File: src/hw/rtl/apf_pkg.sv
// Shared types, constants and lookup functions for the Art-Net packet filter.
package apf_pkg;

  localparam int unsigned MAX_PACKET_BYTES = 1024;
  localparam int unsigned MAX_SLOTS        = 512;
  localparam int unsigned HDR_BYTES        = 18;
  localparam int unsigned MIN_PKT_BYTES    = 12;
  localparam int unsigned POS_W            = 11;
  localparam int unsigned POS_LIMIT        = 2047;
  localparam int unsigned CFG_IDX_W        = 2;
  localparam int unsigned CFG_DATA_W       = 16;

  localparam logic [15:0] OPC_POLL   = 16'h2000;
  localparam logic [15:0] OPC_OUTPUT = 16'h5000;
  localparam logic [15:0] OPC_NZS    = 16'h5100;
  localparam logic [15:0] OPC_SYNC   = 16'h5200;

  localparam logic KIND_SLOT    = 1'b0;
  localparam logic KIND_VERDICT = 1'b1;
  localparam logic ACT_BYTE     = 1'b0;
  localparam logic ACT_TICK     = 1'b1;

  typedef enum logic [2:0] {
    VERDICT_INVALID   = 3'd0,
    VERDICT_POLL      = 3'd1,
    VERDICT_SYNC      = 3'd2,
    VERDICT_OUTPUT_OK = 3'd3,
    VERDICT_NZS_OK    = 3'd4,
    VERDICT_BC_REFUSE = 3'd5,
    VERDICT_FIELD_REJ = 3'd6,
    VERDICT_OTHER     = 3'd7
  } verdict_e;

  typedef enum logic [CFG_IDX_W-1:0] {
    REG_BCAST_ALLOWED = 2'd0,
    REG_MIN_VERSION   = 2'd1,
    REG_SYNC_TIMEOUT  = 2'd2
  } cfg_reg_e;

  typedef struct packed {
    logic        bcast_allowed;
    logic [15:0] min_version;
    logic [15:0] sync_timeout;
  } cfg_t;

  typedef struct packed {
    logic       action;
    logic [7:0] data_byte;
    logic       last_byte;
    logic       broadcast;
  } item_t;

  typedef struct packed {
    logic        kind;
    verdict_e    verdict;
    logic [14:0] universe_number;
    logic [9:0]  slot_count;
    logic [8:0]  slot_index;
    logic [7:0]  slot_value;
    logic        sync_pulse;
    logic        sync_mode;
  } res_t;

  // "Art-Net" plus terminating zero
  function automatic logic [7:0] sig_byte(input logic [2:0] idx);
    logic [7:0] b;
    case (idx)
      3'd0:    b = 8'h41;
      3'd1:    b = 8'h72;
      3'd2:    b = 8'h74;
      3'd3:    b = 8'h2D;
      3'd4:    b = 8'h4E;
      3'd5:    b = 8'h65;
      3'd6:    b = 8'h74;
      default: b = 8'h00;
    endcase
    return b;
  endfunction

  function automatic logic opcode_known(input logic [15:0] op);
    logic k;
    case (op)
      16'h2000, 16'h2100, 16'h2300, 16'h2400, 16'h5000, 16'h5100, 16'h5200,
      16'h6000, 16'h7000, 16'h8000, 16'h8100, 16'h8200, 16'h8300, 16'h8400,
      16'hA010, 16'hA020, 16'hA040, 16'hF000, 16'hF100, 16'hF200, 16'hF300,
      16'hF400, 16'hF500, 16'hF600, 16'hF800, 16'hF900, 16'h9000, 16'h9100,
      16'h9200, 16'h9300, 16'h9700, 16'h9800, 16'h9900, 16'h9A00,
      16'h9B00: k = 1'b1;
      default:  k = 1'b0;
    endcase
    return k;
  endfunction

endpackage

File: src/hw/rtl/apf_cfg.sv
// Configuration register file of the Art-Net packet filter.
module apf_cfg (
  input  logic                                clk_i,
  input  logic                                rst_ni,
  input  logic                                wr_en_i,
  input  logic [apf_pkg::CFG_IDX_W-1:0]       wr_index_i,
  input  logic [apf_pkg::CFG_DATA_W-1:0]      wr_data_i,
  output apf_pkg::cfg_t                       cfg_o
);
  import apf_pkg::*;

  cfg_t cfg_q, cfg_d;

  always_comb begin
    cfg_d = cfg_q;
    if (wr_en_i) begin
      case (wr_index_i)
        REG_BCAST_ALLOWED: cfg_d.bcast_allowed = wr_data_i[0];
        REG_MIN_VERSION:   cfg_d.min_version   = wr_data_i;
        REG_SYNC_TIMEOUT:  cfg_d.sync_timeout  = wr_data_i;
        default:           cfg_d = cfg_q;
      endcase
    end
  end

  always_ff @(posedge clk_i or negedge rst_ni) begin
    if (!rst_ni) begin
      cfg_q.bcast_allowed <= 1'b1;
      cfg_q.min_version   <= 16'd14;
      cfg_q.sync_timeout  <= 16'd4000;
    end else begin
      cfg_q <= cfg_d;
    end
  end

  assign cfg_o = cfg_q;

endmodule

File: src/hw/rtl/apf_core.sv
// Packet parse state, header checks, slot stream and sync watchdog.
module apf_core (
  input  logic           clk_i,
  input  logic           rst_ni,
  input  logic           step_i,
  input  apf_pkg::item_t item_i,
  input  apf_pkg::cfg_t  cfg_i,
  output logic           res_valid_o,
  output apf_pkg::res_t  res_o
);
  import apf_pkg::*;

  logic [POS_W-1:0] pos_q, pos_d;
  logic             sig_ok_q, sig_ok_d;
  logic [15:0]      op_q, op_d;
  logic [15:0]      ver_q, ver_d;
  logic [7:0]       sc_q, sc_d;
  logic [15:0]      uni_q, uni_d;
  logic [15:0]      len_q, len_d;
  logic             fed_q, fed_d;
  logic [15:0]      ticks_q, ticks_d;
  logic             mode_q, mode_d;

  logic [7:0]       b;
  logic [POS_W-1:0] rel;
  logic [POS_W:0]   total;
  logic             prefix_ok, refused, fields_ok, data_op, slot_here, starved;

  assign b     = item_i.data_byte;
  assign rel   = pos_q - POS_W'(HDR_BYTES);
  assign total = {1'b0, pos_q} + 1'b1;

  // header fields as they stand once this byte is folded in
  always_comb begin
    sig_ok_d = sig_ok_q;
    op_d     = op_q;
    ver_d    = ver_q;
    sc_d     = sc_q;
    uni_d    = uni_q;
    len_d    = len_q;
    if (pos_q < POS_W'(8)) begin
      if (b != sig_byte(pos_q[2:0])) sig_ok_d = 1'b0;
    end else begin
      case (pos_q)
        POS_W'(8):  op_d[7:0]   = b;
        POS_W'(9):  op_d[15:8]  = b;
        POS_W'(10): ver_d[15:8] = b;
        POS_W'(11): ver_d[7:0]  = b;
        POS_W'(13): sc_d        = b;
        POS_W'(14): uni_d[7:0]  = b;
        POS_W'(15): uni_d[15:8] = b;
        POS_W'(16): len_d[15:8] = b;
        POS_W'(17): len_d[7:0]  = b;
        default: ;
      endcase
    end
  end

  assign prefix_ok = sig_ok_d && opcode_known(op_d) && (ver_d >= cfg_i.min_version);
  assign refused   = item_i.broadcast && !cfg_i.bcast_allowed;
  assign data_op   = (op_d == OPC_OUTPUT) || (op_d == OPC_NZS);
  assign fields_ok = (len_d >= 16'd2) && (len_d <= 16'(MAX_SLOTS)) && !len_d[0] &&
                     !uni_d[15] && !((op_d == OPC_NZS) && (sc_d != 8'd0));
  assign slot_here = (pos_q >= POS_W'(HDR_BYTES)) && prefix_ok && data_op && !refused &&
                     fields_ok && ({5'd0, rel} < len_d);
  assign starved   = !fed_q || (ticks_q > cfg_i.sync_timeout);

  always_comb begin
    pos_d       = pos_q;
    fed_d       = fed_q;
    ticks_d     = ticks_q;
    mode_d      = mode_q;
    res_valid_o = 1'b0;
    res_o.kind            = KIND_SLOT;
    res_o.verdict         = VERDICT_INVALID;
    res_o.universe_number = uni_d[14:0];
    res_o.slot_count      = len_d[9:0];
    res_o.slot_index      = slot_here ? rel[8:0] : 9'd0;
    res_o.slot_value      = slot_here ? b : 8'd0;
    res_o.sync_pulse      = 1'b0;

    if (item_i.action == ACT_TICK) begin
      if (ticks_q != 16'hFFFF) ticks_d = ticks_q + 16'd1;
    end else if (!item_i.last_byte) begin
      if (pos_q != POS_W'(POS_LIMIT)) pos_d = pos_q + 1'b1;
      res_valid_o = slot_here;
    end else begin
      pos_d                 = '0;
      res_valid_o           = 1'b1;
      res_o.kind            = KIND_VERDICT;
      res_o.universe_number = '0;
      res_o.slot_count      = '0;
      if (total < (POS_W+1)'(MIN_PKT_BYTES) || total > (POS_W+1)'(MAX_PACKET_BYTES) ||
          !prefix_ok) begin
        res_o.verdict = VERDICT_INVALID;
      end else if (op_d == OPC_POLL) begin
        res_o.verdict = VERDICT_POLL;
      end else if (op_d == OPC_SYNC) begin
        if (refused) begin
          res_o.verdict = VERDICT_BC_REFUSE;
        end else begin
          res_o.verdict    = VERDICT_SYNC;
          res_o.sync_pulse = 1'b1;
          mode_d           = 1'b1;
          fed_d            = 1'b1;
          ticks_d          = '0;
        end
      end else if (data_op) begin
        if (refused) begin
          res_o.verdict = VERDICT_BC_REFUSE;
        end else if (total < (POS_W+1)'(HDR_BYTES)) begin
          res_o.verdict = VERDICT_INVALID;
        end else if (!fields_ok) begin
          res_o.verdict = VERDICT_FIELD_REJ;
        end else if ({5'd0, total} < ({1'b0, len_d} + 17'(HDR_BYTES))) begin
          res_o.verdict = VERDICT_INVALID;
        end else begin
          res_o.verdict         = (op_d == OPC_OUTPUT) ? VERDICT_OUTPUT_OK : VERDICT_NZS_OK;
          res_o.universe_number = uni_d[14:0];
          res_o.slot_count      = len_d[9:0];
          if (mode_q && starved) begin
            fed_d            = 1'b0;
            mode_d           = 1'b0;
            res_o.sync_pulse = 1'b1;
          end
        end
      end else begin
        res_o.verdict = VERDICT_OTHER;
      end
    end
    res_o.sync_mode = mode_d;
  end

  always_ff @(posedge clk_i or negedge rst_ni) begin
    if (!rst_ni) begin
      pos_q    <= '0;
      sig_ok_q <= 1'b1;
      op_q     <= '0;
      ver_q    <= '0;
      sc_q     <= '0;
      uni_q    <= '0;
      len_q    <= '0;
      fed_q    <= 1'b0;
      ticks_q  <= '0;
      mode_q   <= 1'b0;
    end else if (step_i) begin
      pos_q   <= pos_d;
      fed_q   <= fed_d;
      ticks_q <= ticks_d;
      mode_q  <= mode_d;
      if (item_i.action == ACT_BYTE && item_i.last_byte) begin
        sig_ok_q <= 1'b1;
        op_q     <= '0;
        ver_q    <= '0;
        sc_q     <= '0;
        uni_q    <= '0;
        len_q    <= '0;
      end else if (item_i.action == ACT_BYTE) begin
        sig_ok_q <= sig_ok_d;
        op_q     <= op_d;
        ver_q    <= ver_d;
        sc_q     <= sc_d;
        uni_q    <= uni_d;
        len_q    <= len_d;
      end
    end
  end

endmodule

File: src/hw/rtl/artnet_packet_filter.sv
// Art-Net receive filter top level: input register, parser core, result register.
// Takes one transaction per cycle (bytes or ticks) unless a stalled result blocks the input;
// the input register holds each accepted transaction while the combinational parse and
// watchdog logic feeds its result into the result register.
// Ticks and header bytes produce no result; payload bytes of an accepted ArtOutput or
// ArtNzs produce slot results, and the last byte of every packet produces one verdict.
// Configuration writes are always ready and should be issued only while the block is idle.
module artnet_packet_filter (
  input  logic                           clk_i,
  input  logic                           rst_ni,
  input  logic                           in_valid_i,
  output logic                           in_stall_o,
  input  logic                           in_action_i,
  input  logic [7:0]                     in_data_byte_i,
  input  logic                           in_last_byte_i,
  input  logic                           in_broadcast_i,
  output logic                           out_valid_o,
  input  logic                           out_stall_i,
  output logic                           out_kind_o,
  output logic [2:0]                     out_verdict_o,
  output logic [14:0]                    out_universe_number_o,
  output logic [9:0]                     out_slot_count_o,
  output logic [8:0]                     out_slot_index_o,
  output logic [7:0]                     out_slot_value_o,
  output logic                           out_sync_pulse_o,
  output logic                           out_sync_mode_o,
  input  logic                           cfg_valid_i,
  output logic                           cfg_ready_o,
  input  logic [apf_pkg::CFG_IDX_W-1:0]  cfg_index_i,
  input  logic [apf_pkg::CFG_DATA_W-1:0] cfg_data_i
);
  import apf_pkg::*;

  logic  in_valid_q, in_valid_d;
  item_t in_item_q;
  logic  out_valid_q, out_valid_d;
  res_t  out_res_q;
  logic  advance, step, accept, res_valid;
  res_t  res;
  cfg_t  cfg;

  assign cfg_ready_o = 1'b1;

  apf_cfg u_cfg (
    .clk_i      (clk_i),
    .rst_ni     (rst_ni),
    .wr_en_i    (cfg_valid_i && cfg_ready_o),
    .wr_index_i (cfg_index_i),
    .wr_data_i  (cfg_data_i),
    .cfg_o      (cfg)
  );

  assign advance    = !out_valid_q || !out_stall_i;
  assign step       = in_valid_q && advance;
  assign in_stall_o = in_valid_q && !advance;
  assign accept     = in_valid_i && !in_stall_o;

  apf_core u_core (
    .clk_i       (clk_i),
    .rst_ni      (rst_ni),
    .step_i      (step),
    .item_i      (in_item_q),
    .cfg_i       (cfg),
    .res_valid_o (res_valid),
    .res_o       (res)
  );

  always_comb begin
    in_valid_d = in_valid_q;
    if (accept) begin
      in_valid_d = 1'b1;
    end else if (step) begin
      in_valid_d = 1'b0;
    end
    out_valid_d = out_valid_q;
    if (advance) begin
      out_valid_d = step && res_valid;
    end
  end

  always_ff @(posedge clk_i or negedge rst_ni) begin
    if (!rst_ni) begin
      in_valid_q  <= 1'b0;
      out_valid_q <= 1'b0;
    end else begin
      in_valid_q  <= in_valid_d;
      out_valid_q <= out_valid_d;
    end
  end

  always_ff @(posedge clk_i) begin
    if (accept) begin
      in_item_q.action    <= in_action_i;
      in_item_q.data_byte <= in_data_byte_i;
      in_item_q.last_byte <= in_last_byte_i;
      in_item_q.broadcast <= in_broadcast_i;
    end
    if (advance && step && res_valid) begin
      out_res_q <= res;
    end
  end

  assign out_valid_o           = out_valid_q;
  assign out_kind_o            = out_res_q.kind;
  assign out_verdict_o         = out_res_q.verdict;
  assign out_universe_number_o = out_res_q.universe_number;
  assign out_slot_count_o      = out_res_q.slot_count;
  assign out_slot_index_o      = out_res_q.slot_index;
  assign out_slot_value_o      = out_res_q.slot_value;
  assign out_sync_pulse_o      = out_res_q.sync_pulse;
  assign out_sync_mode_o       = out_res_q.sync_mode;

  // slot transactions carry no verdict and never pulse sync
  a_slot_clean: assert property (@(posedge clk_i) disable iff (!rst_ni)
    out_valid_o && out_kind_o == KIND_SLOT |->
      out_verdict_o == VERDICT_INVALID && !out_sync_pulse_o)
    else $error("slot result with verdict or sync pulse");

  a_pulse_src: assert property (@(posedge clk_i) disable iff (!rst_ni)
    out_valid_o && out_sync_pulse_o |->
      out_verdict_o == VERDICT_SYNC || out_verdict_o == VERDICT_OUTPUT_OK ||
      out_verdict_o == VERDICT_NZS_OK)
    else $error("sync pulse on unexpected verdict");

  a_sync_mode: assert property (@(posedge clk_i) disable iff (!rst_ni)
    out_valid_o && out_kind_o == KIND_VERDICT && out_verdict_o == VERDICT_SYNC |->
      out_sync_mode_o && out_sync_pulse_o)
    else $error("accepted sync did not enter sync mode");

  a_ok_len: assert property (@(posedge clk_i) disable iff (!rst_ni)
    out_valid_o && out_kind_o == KIND_VERDICT &&
    (out_verdict_o == VERDICT_OUTPUT_OK || out_verdict_o == VERDICT_NZS_OK) |->
      out_slot_count_o >= 10'd2 && !out_slot_count_o[0])
    else $error("accepted output packet with bad slot count");

  a_stall_src: assert property (@(posedge clk_i) disable iff (!rst_ni)
    in_stall_o |-> in_valid_q && out_valid_q && out_stall_i)
    else $error("input stalled without a blocked result");

endmodule

File: config.mk
export PLATFORM = sky130hd
export DESIGN_NAME = artnet_packet_filter
export DESIGN_NICKNAME = d
export VERILOG_FILES = /design/src/hw/rtl/apf_pkg.sv /design/src/hw/rtl/apf_cfg.sv /design/src/hw/rtl/apf_core.sv /design/src/hw/rtl/artnet_packet_filter.sv
export SDC_FILE = /design/constraint.sdc
export NUM_CORES = 1
export LEC_CHECK = 0
export BUFFER_PORTS_ARGS = -buffer_cell sky130_fd_sc_hd__buf_2
export CELL_PAD_IN_SITES_DETAIL_PLACEMENT = 1
export CELL_PAD_IN_SITES_GLOBAL_PLACEMENT = 2
export CORE_MARGIN = 2
export CORE_UTILIZATION = 40
export CTS_BUF_LIST = sky130_fd_sc_hd__clkbuf_8
export DETAILED_ROUTE_END_ITERATION = 7
export GPL_TIMING_DRIVEN = 0
export PLACE_DENSITY = 0.82
export SYNTH_ARGS = -nofsm -noshare
export SYNTH_HDL_FRONTEND = slang
export SYNTH_SLANG_ARGS = --single-unit
File: constraint.sdc
create_clock -name clk_i -period 17.3 [get_ports clk_i]
set_input_delay 3.46 -clock clk_i [delete_from_list [all_inputs] [get_ports clk_i]]
set_output_delay 3.46 -clock clk_i [all_outputs]
set_load 0.005 [all_outputs]
# Yosys cells after proc, flatten, opt, wreduce, memory -nomap -nowiden
# Index checks and enable logic that the tools add are counted.
[classes] eq_ne=62 add_sub_neg=5 n_mux=92 reduce_logical=58 order_cmp=11 bitwise_logic=5
[op_table] operator="$eq 16x16->1 const B" n=26
[op_table] operator="$mux 16" n=19
[op_table] operator="$mux 25" n=9
[op_table] operator="$mux 8" n=13
[op_table] operator="$eq 16x15->1 const B" n=5
[op_table] operator="$eq 11x4->1 const B" n=7
[op_table] operator="$eq 16x14->1 const B" n=4
[op_table] operator="$pmux 7 s6" n=1
[op_table] operator="$mux 1" n=37
[op_table] operator="$reduce_or 35->1" n=1
[op_table] operator="$mux 3" n=10
[op_table] operator="$mux 29" n=1
[op_table] operator="$eq 11x5->1 const B" n=2
[op_table] operator="$mux 11" n=2
[op_table] operator="$logic_and 1x1->1" n=21
[op_table] operator="$add 16x5->17 const B" n=1
[op_table] operator="$lt 12x17->1" n=1
[op_table] operator="$add 16x1->16 const B" n=1
[op_table] operator="$ge 16x16->1" n=1
[op_table] operator="$ge 16x2->1 const B" n=1
[op_table] operator="$gt 16x16->1" n=1
[op_table] operator="$le 16x10->1 const B" n=1
[op_table] operator="$lt 11x16->1" n=1
[op_table] operator="$ne 16x16->1 const B" n=1
[op_table] operator="other kinds (31)" n=66
[totals] regBits=196 out_inout_bits=51 wordCells=261 input_bits=34

# Logic depth before layout (Yosys ltp)
[depth] ltp_word=17 ltp_mapped=25

# Cells and area by module
# A second synthesis with hierarchy kept.
[hier_totals] hier_cells=1217 hier_area_um2=11971.5
[by_module_without_submodules] mod="apf_core" cells_each=1074 area_each_um2=8734.6 seq_area_each_um2=2553.7 instances=1
[by_module_without_submodules] mod="artnet_packet_filter" cells_each=72 area_each_um2=1881.8 seq_area_each_um2=1821.7 instances=1
[by_module_without_submodules] mod="apf_cfg" cells_each=71 area_each_um2=1355.0 seq_area_each_um2=838.3 instances=1

# Worst setup path after synthesis
# Ideal clock, no wire load.
[synth_timing] kind="in2out" startpoint="input port out_stall_i" endpoint="output port in_stall_o" t_arrival_ns=3.605 setup_slack_ns=10.235 cell_stages=2 path_cell_list="nand3_1 > inv_1"
[synth_via] elab_chain_len=4
[synth_lines] item="start: declaration" line_no="artnet_packet_filter.sv:18" rtl="input logic out_stall_i,"
[synth_lines] item="$logic_not 1->1" line_no="artnet_packet_filter.sv:53" rtl="assign advance = !out_valid_q || !out_stall_i;"
[synth_lines] item="$logic_or 1x1->1" line_no="artnet_packet_filter.sv:53"
[synth_lines] item="$logic_not 1->1" line_no="artnet_packet_filter.sv:55" rtl="assign in_stall_o = in_valid_q && !advance;"
[synth_lines] item="$logic_and 1x1->1" line_no="artnet_packet_filter.sv:55"
[synth_lines] item="end: declaration" line_no="artnet_packet_filter.sv:12" rtl="output logic in_stall_o,"
# Every way passes these cells.

# Worst setup path after layout
# Same ends and word-level chain as after synthesis.

==> impl_metrics.yaml <==
clock_network:
  clockBufferDepth: 2
  clk_latency_ns: 0.49
  clk_pin_slew_ns: 0.12
  cts_inserted_buffers: 17
  cts_tree: "yes"
  clockRootBuffer: "clkbuf_8"
  cts_setup_buffers: 0
  cts.htree.levels: 4
  clock-sinks: 196
  ctsHoldBuffers: 0
  post_cts_resized: 0
setup_path:
  path_cells: "buf_2, nand3_1, inv_1, buf_2"
  crit_type: "input pin to output port"
  crit_path_start_kind: "input pin"
  crit_required_ns: 13.84
  worstPathArrival_ns: 3.81
  cpLargestDelayFamily: "buffers and inverters"
  cp_num_buf_inv: 3
  cp-end-kind: "output port"
  slowest_stage: "buf_2"
  cpMostUsedCell: "buf_2"
  cpPeakStageDelay_ns: 0.12
  path_max_fanout: 3
sta:
  fmax_ghz: 0.138
  tightestPinTransition_ns: 0.943
  slew-limit-headroom_pct: 37.1
  fin_crit_sh_pct: 42.0
  rsz0062_at_grt: "no"
  clock_skew_ns: 0.0289
  min_period_ns: 7.27
  final_max_slew_viol_count: 0
  hold_viol_final: 0
  setup_tns_ns: 0
  finalSetupViolations: 0
die:
  rows: 63
  num_io_pins: 85
  design.core.area_sq_um: 29700
  die-area_sq_um: 31700
  die_h_um: 178
  initial_core_util_pct: 40.8
  die_x_um: 178
logic_synthesis:
  synth-edff-count: 59
  yosysSeqAreaShare_pct: 43.0
  synth-seq-cells: 196
  async_flop_share_pct: 69.9
  synth_top_area_share_pct: 26.0
  yosys.area.top_type: "dfrtp_1"
  syn_inst: 1242
  synth_nets: 1339
  syn_area_per_cell_sq_um: 9.75
  yosys.cell_types.count: 89
  ys.flop_type: "dfrtp_1"
  ys_warn_count: 0
  synth_area_leaders: "dfrtp_1 26%, edfxtp_1 15%, ha_1 6.5%, mux2_2 4.5%, nand2_1 4.3%"
  syn_area_sq_um: 12100
pwr:
  clockPowerShare_pct: 28.0
  leakagePower_uw: 0.00583
  p_comb_share_pct: 22.7
  p_sw_uw: 379
  pwr-share-seq_pct: 49.3
  vdd_drop_max_mv: 0.0451
  p_total_uw: 1160
  p_per_area_nw_per_um2: 85.6
  switching_share_pct: 32.8
  p_int_uw: 777
finish:
  nNetsFinal: 1443
  area_growth_pct: 11.5
  final_cell_mix: "140 x nand2_1, 126 x dfrtp_1, 99 x o21ai_0"
  mostFrequentLayoutCell: "nand2_1"
  drive_gt1_share_pct: 17.4
routing:
  wl_per_cell_um: 21.0
  viasPerCell: 5.64
  route.detailed.drc: 0
  ant_nets: 0
  drtIter0Drc: 647
  num_vias: 9884
  drt_wl_total_mm: 36.9
  firstDrtPassIters: 5
global_route:
  grt_pass1_vias: 10000
  overflow: 0
  antenna_found_initial: 4
  groute.usage.overall_pct: 24.0
  grt_pass1_wl_mm: 57.8
  grt_max_degree: 81
outcome:
  status: "complete, no violations"
flow_run:
  maxCapViolations: 0
placement:
  hpwl_mm: 27.5
  gp_congestion: 0.852
  io_buffers: 83
min_path:
  min_path_type: "flip-flop to flip-flop"
per-stage QoR:
stage                     area, sq um  util [%]  hold slack [ns]  setup WS [ns]  instances
after global routing            13500      45.4            0.538           9.99       1749
after global placement          13000      43.8            0.475           8.68       1715
after detailed placement        13100      44.0            0.481          10.02       1717
after floorplan                 12100         -            0.450          10.24       1242
final                           13500      45.4            0.500          10.03       1752
after CTS                       13500      45.4            0.500          10.02       1749
sequential cells by signal (all words and copies together) (netlist names):
register and cells:
u_core.mode_q 1, out_slot_count_o 10, out_sync_pulse_o 1, u_cfg.cfg_o 33, in_item_q 11, u_core.ver_q 16
out_slot_index_o 9, u_core.fed_q 1, out_verdict_o 3, in_valid_q 1, u_core.op_q 16, u_core.uni_q 16
u_core.pos_q 11, u_core.sc_q 8, u_core.sig_ok_q 1, out_sync_mode_o 1, u_core.len_q 16, out_universe_number_o 15
out_kind_o 1, u_core.ticks_q 16, out_slot_value_o 8, out_valid_o 1
power by group through the flow:
stage                     Sequential (uW)  Clock, uW  Combinational (uW)
after floorplan                       565          0                 182
after global routing                  578        348                 296
after CTS                             569        331                 264
after detailed placement              579          0                 263
after global placement                577          0                 251
final                                 569        323                 262
kinds of logic after synthesis:
logic type | Yosys count | share of synthesized area (%)
AO/OA/AOI/OAI | 289 | 16.0
XOR/XNOR | 32 | 2.31
adder cells (fa/ha/maj) | 63 | 6.51
buffers and inverters | 136 | 4.96
flip-flops | 196 | 43.0
multiplexers | 83 | 7.82
other | 1 | 0.0310
AND/OR/NAND/NOR | 442 | 19.4
cells in the mapped netlist (7+ instances only):
cell type and number:
edfxtp_1 59, nor2_1 92, a21oi_1 46, nand2b_1 12, mux2i_1 28, nand2_1 140
xnor2_1 21, dfrtp_1 126, a31oi_1 12, dfstp_2 11, nand3_1 37, nor4_1 10
a22o_1 15, clkbuf_1 56, or3_1 8, and2_1 19, and3_1 15, a22oi_1 40
nand4_1 22, a21o_1 7, a211oi_1 7, mux2_2 48, nor3_1 14, ha_1 63
nor2b_1 14, o21ai_0 99, inv_1 53, buf_4 9, xor2_1 11, buf_2 9
worst register-to-register path, cell delays in order, from the launching register on:
cell	delay, ns
dfrtp_1	0.50
inv_1	0.29
ha_1	0.24
and4bb_1	0.26
nand3_4	0.19
buf_2	0.28
nor2_1	0.12
a21oi_1	0.11
inv_1	0.15
ha_1	0.22
nand2_1	0.07
mux2_4	0.33
a211oi_4	0.35
nand2_1	0.11
xnor2_1	0.17
ha_1	0.34
nand2_1	0.06
a21oi_1	0.18
nand2_1	0.11
a2111oi_2	0.34
o32a_1	0.25
o2111ai_2	0.24
nor2_4	0.25
nand2_2	0.08
a2111oi_2	0.40
layer usage:
metal | vias to the layer above | global-route usage, % | share of wire, %
met4 | 2 | 7.10 | 1.9
li1 | 4715 | - | -
met5 | - | 0 | 0.041
met3 | 37 | 3.13 | 3.5
met1 | 4935 | 33.0 | 47
met2 | 195 | 39.7 | 47
worst paths after layout:
path	start	endpoint	slack, ns	depth (start not counted)
worst max-delay path	out_stall_i	in_stall_o	10.03	4
worst min-delay path	u_core.sig_ok_q	u_core.sig_ok_q	0.50	2
worst max register to register	u_core.pos_q[1]	out_verdict_o[0]	11.44	24
worst min register to register	u_core.sig_ok_q	u_core.sig_ok_q	0.50	2
max in group asynchronous	rst_ni	u_core.op_q[7]	13.47	2
min in group asynchronous	rst_ni	u_core.ver_q[14]	3.01	1
area by class of cell:
cell class | instances | area, sq um
multi-input cells | 910 | 6300
inverters | 54 | 203
repair buffers | 85 | 477
fillers | 3440 | 16200
plain buffers | 82 | 398
flip-flops and latches | 196 | 5210
well taps | 390 | 488
clock buffers | 18 | 248
diodes | 3 | 7.51
clock inverters | 14 | 160
No activity file was read; power rests on OpenSTA's default activity.
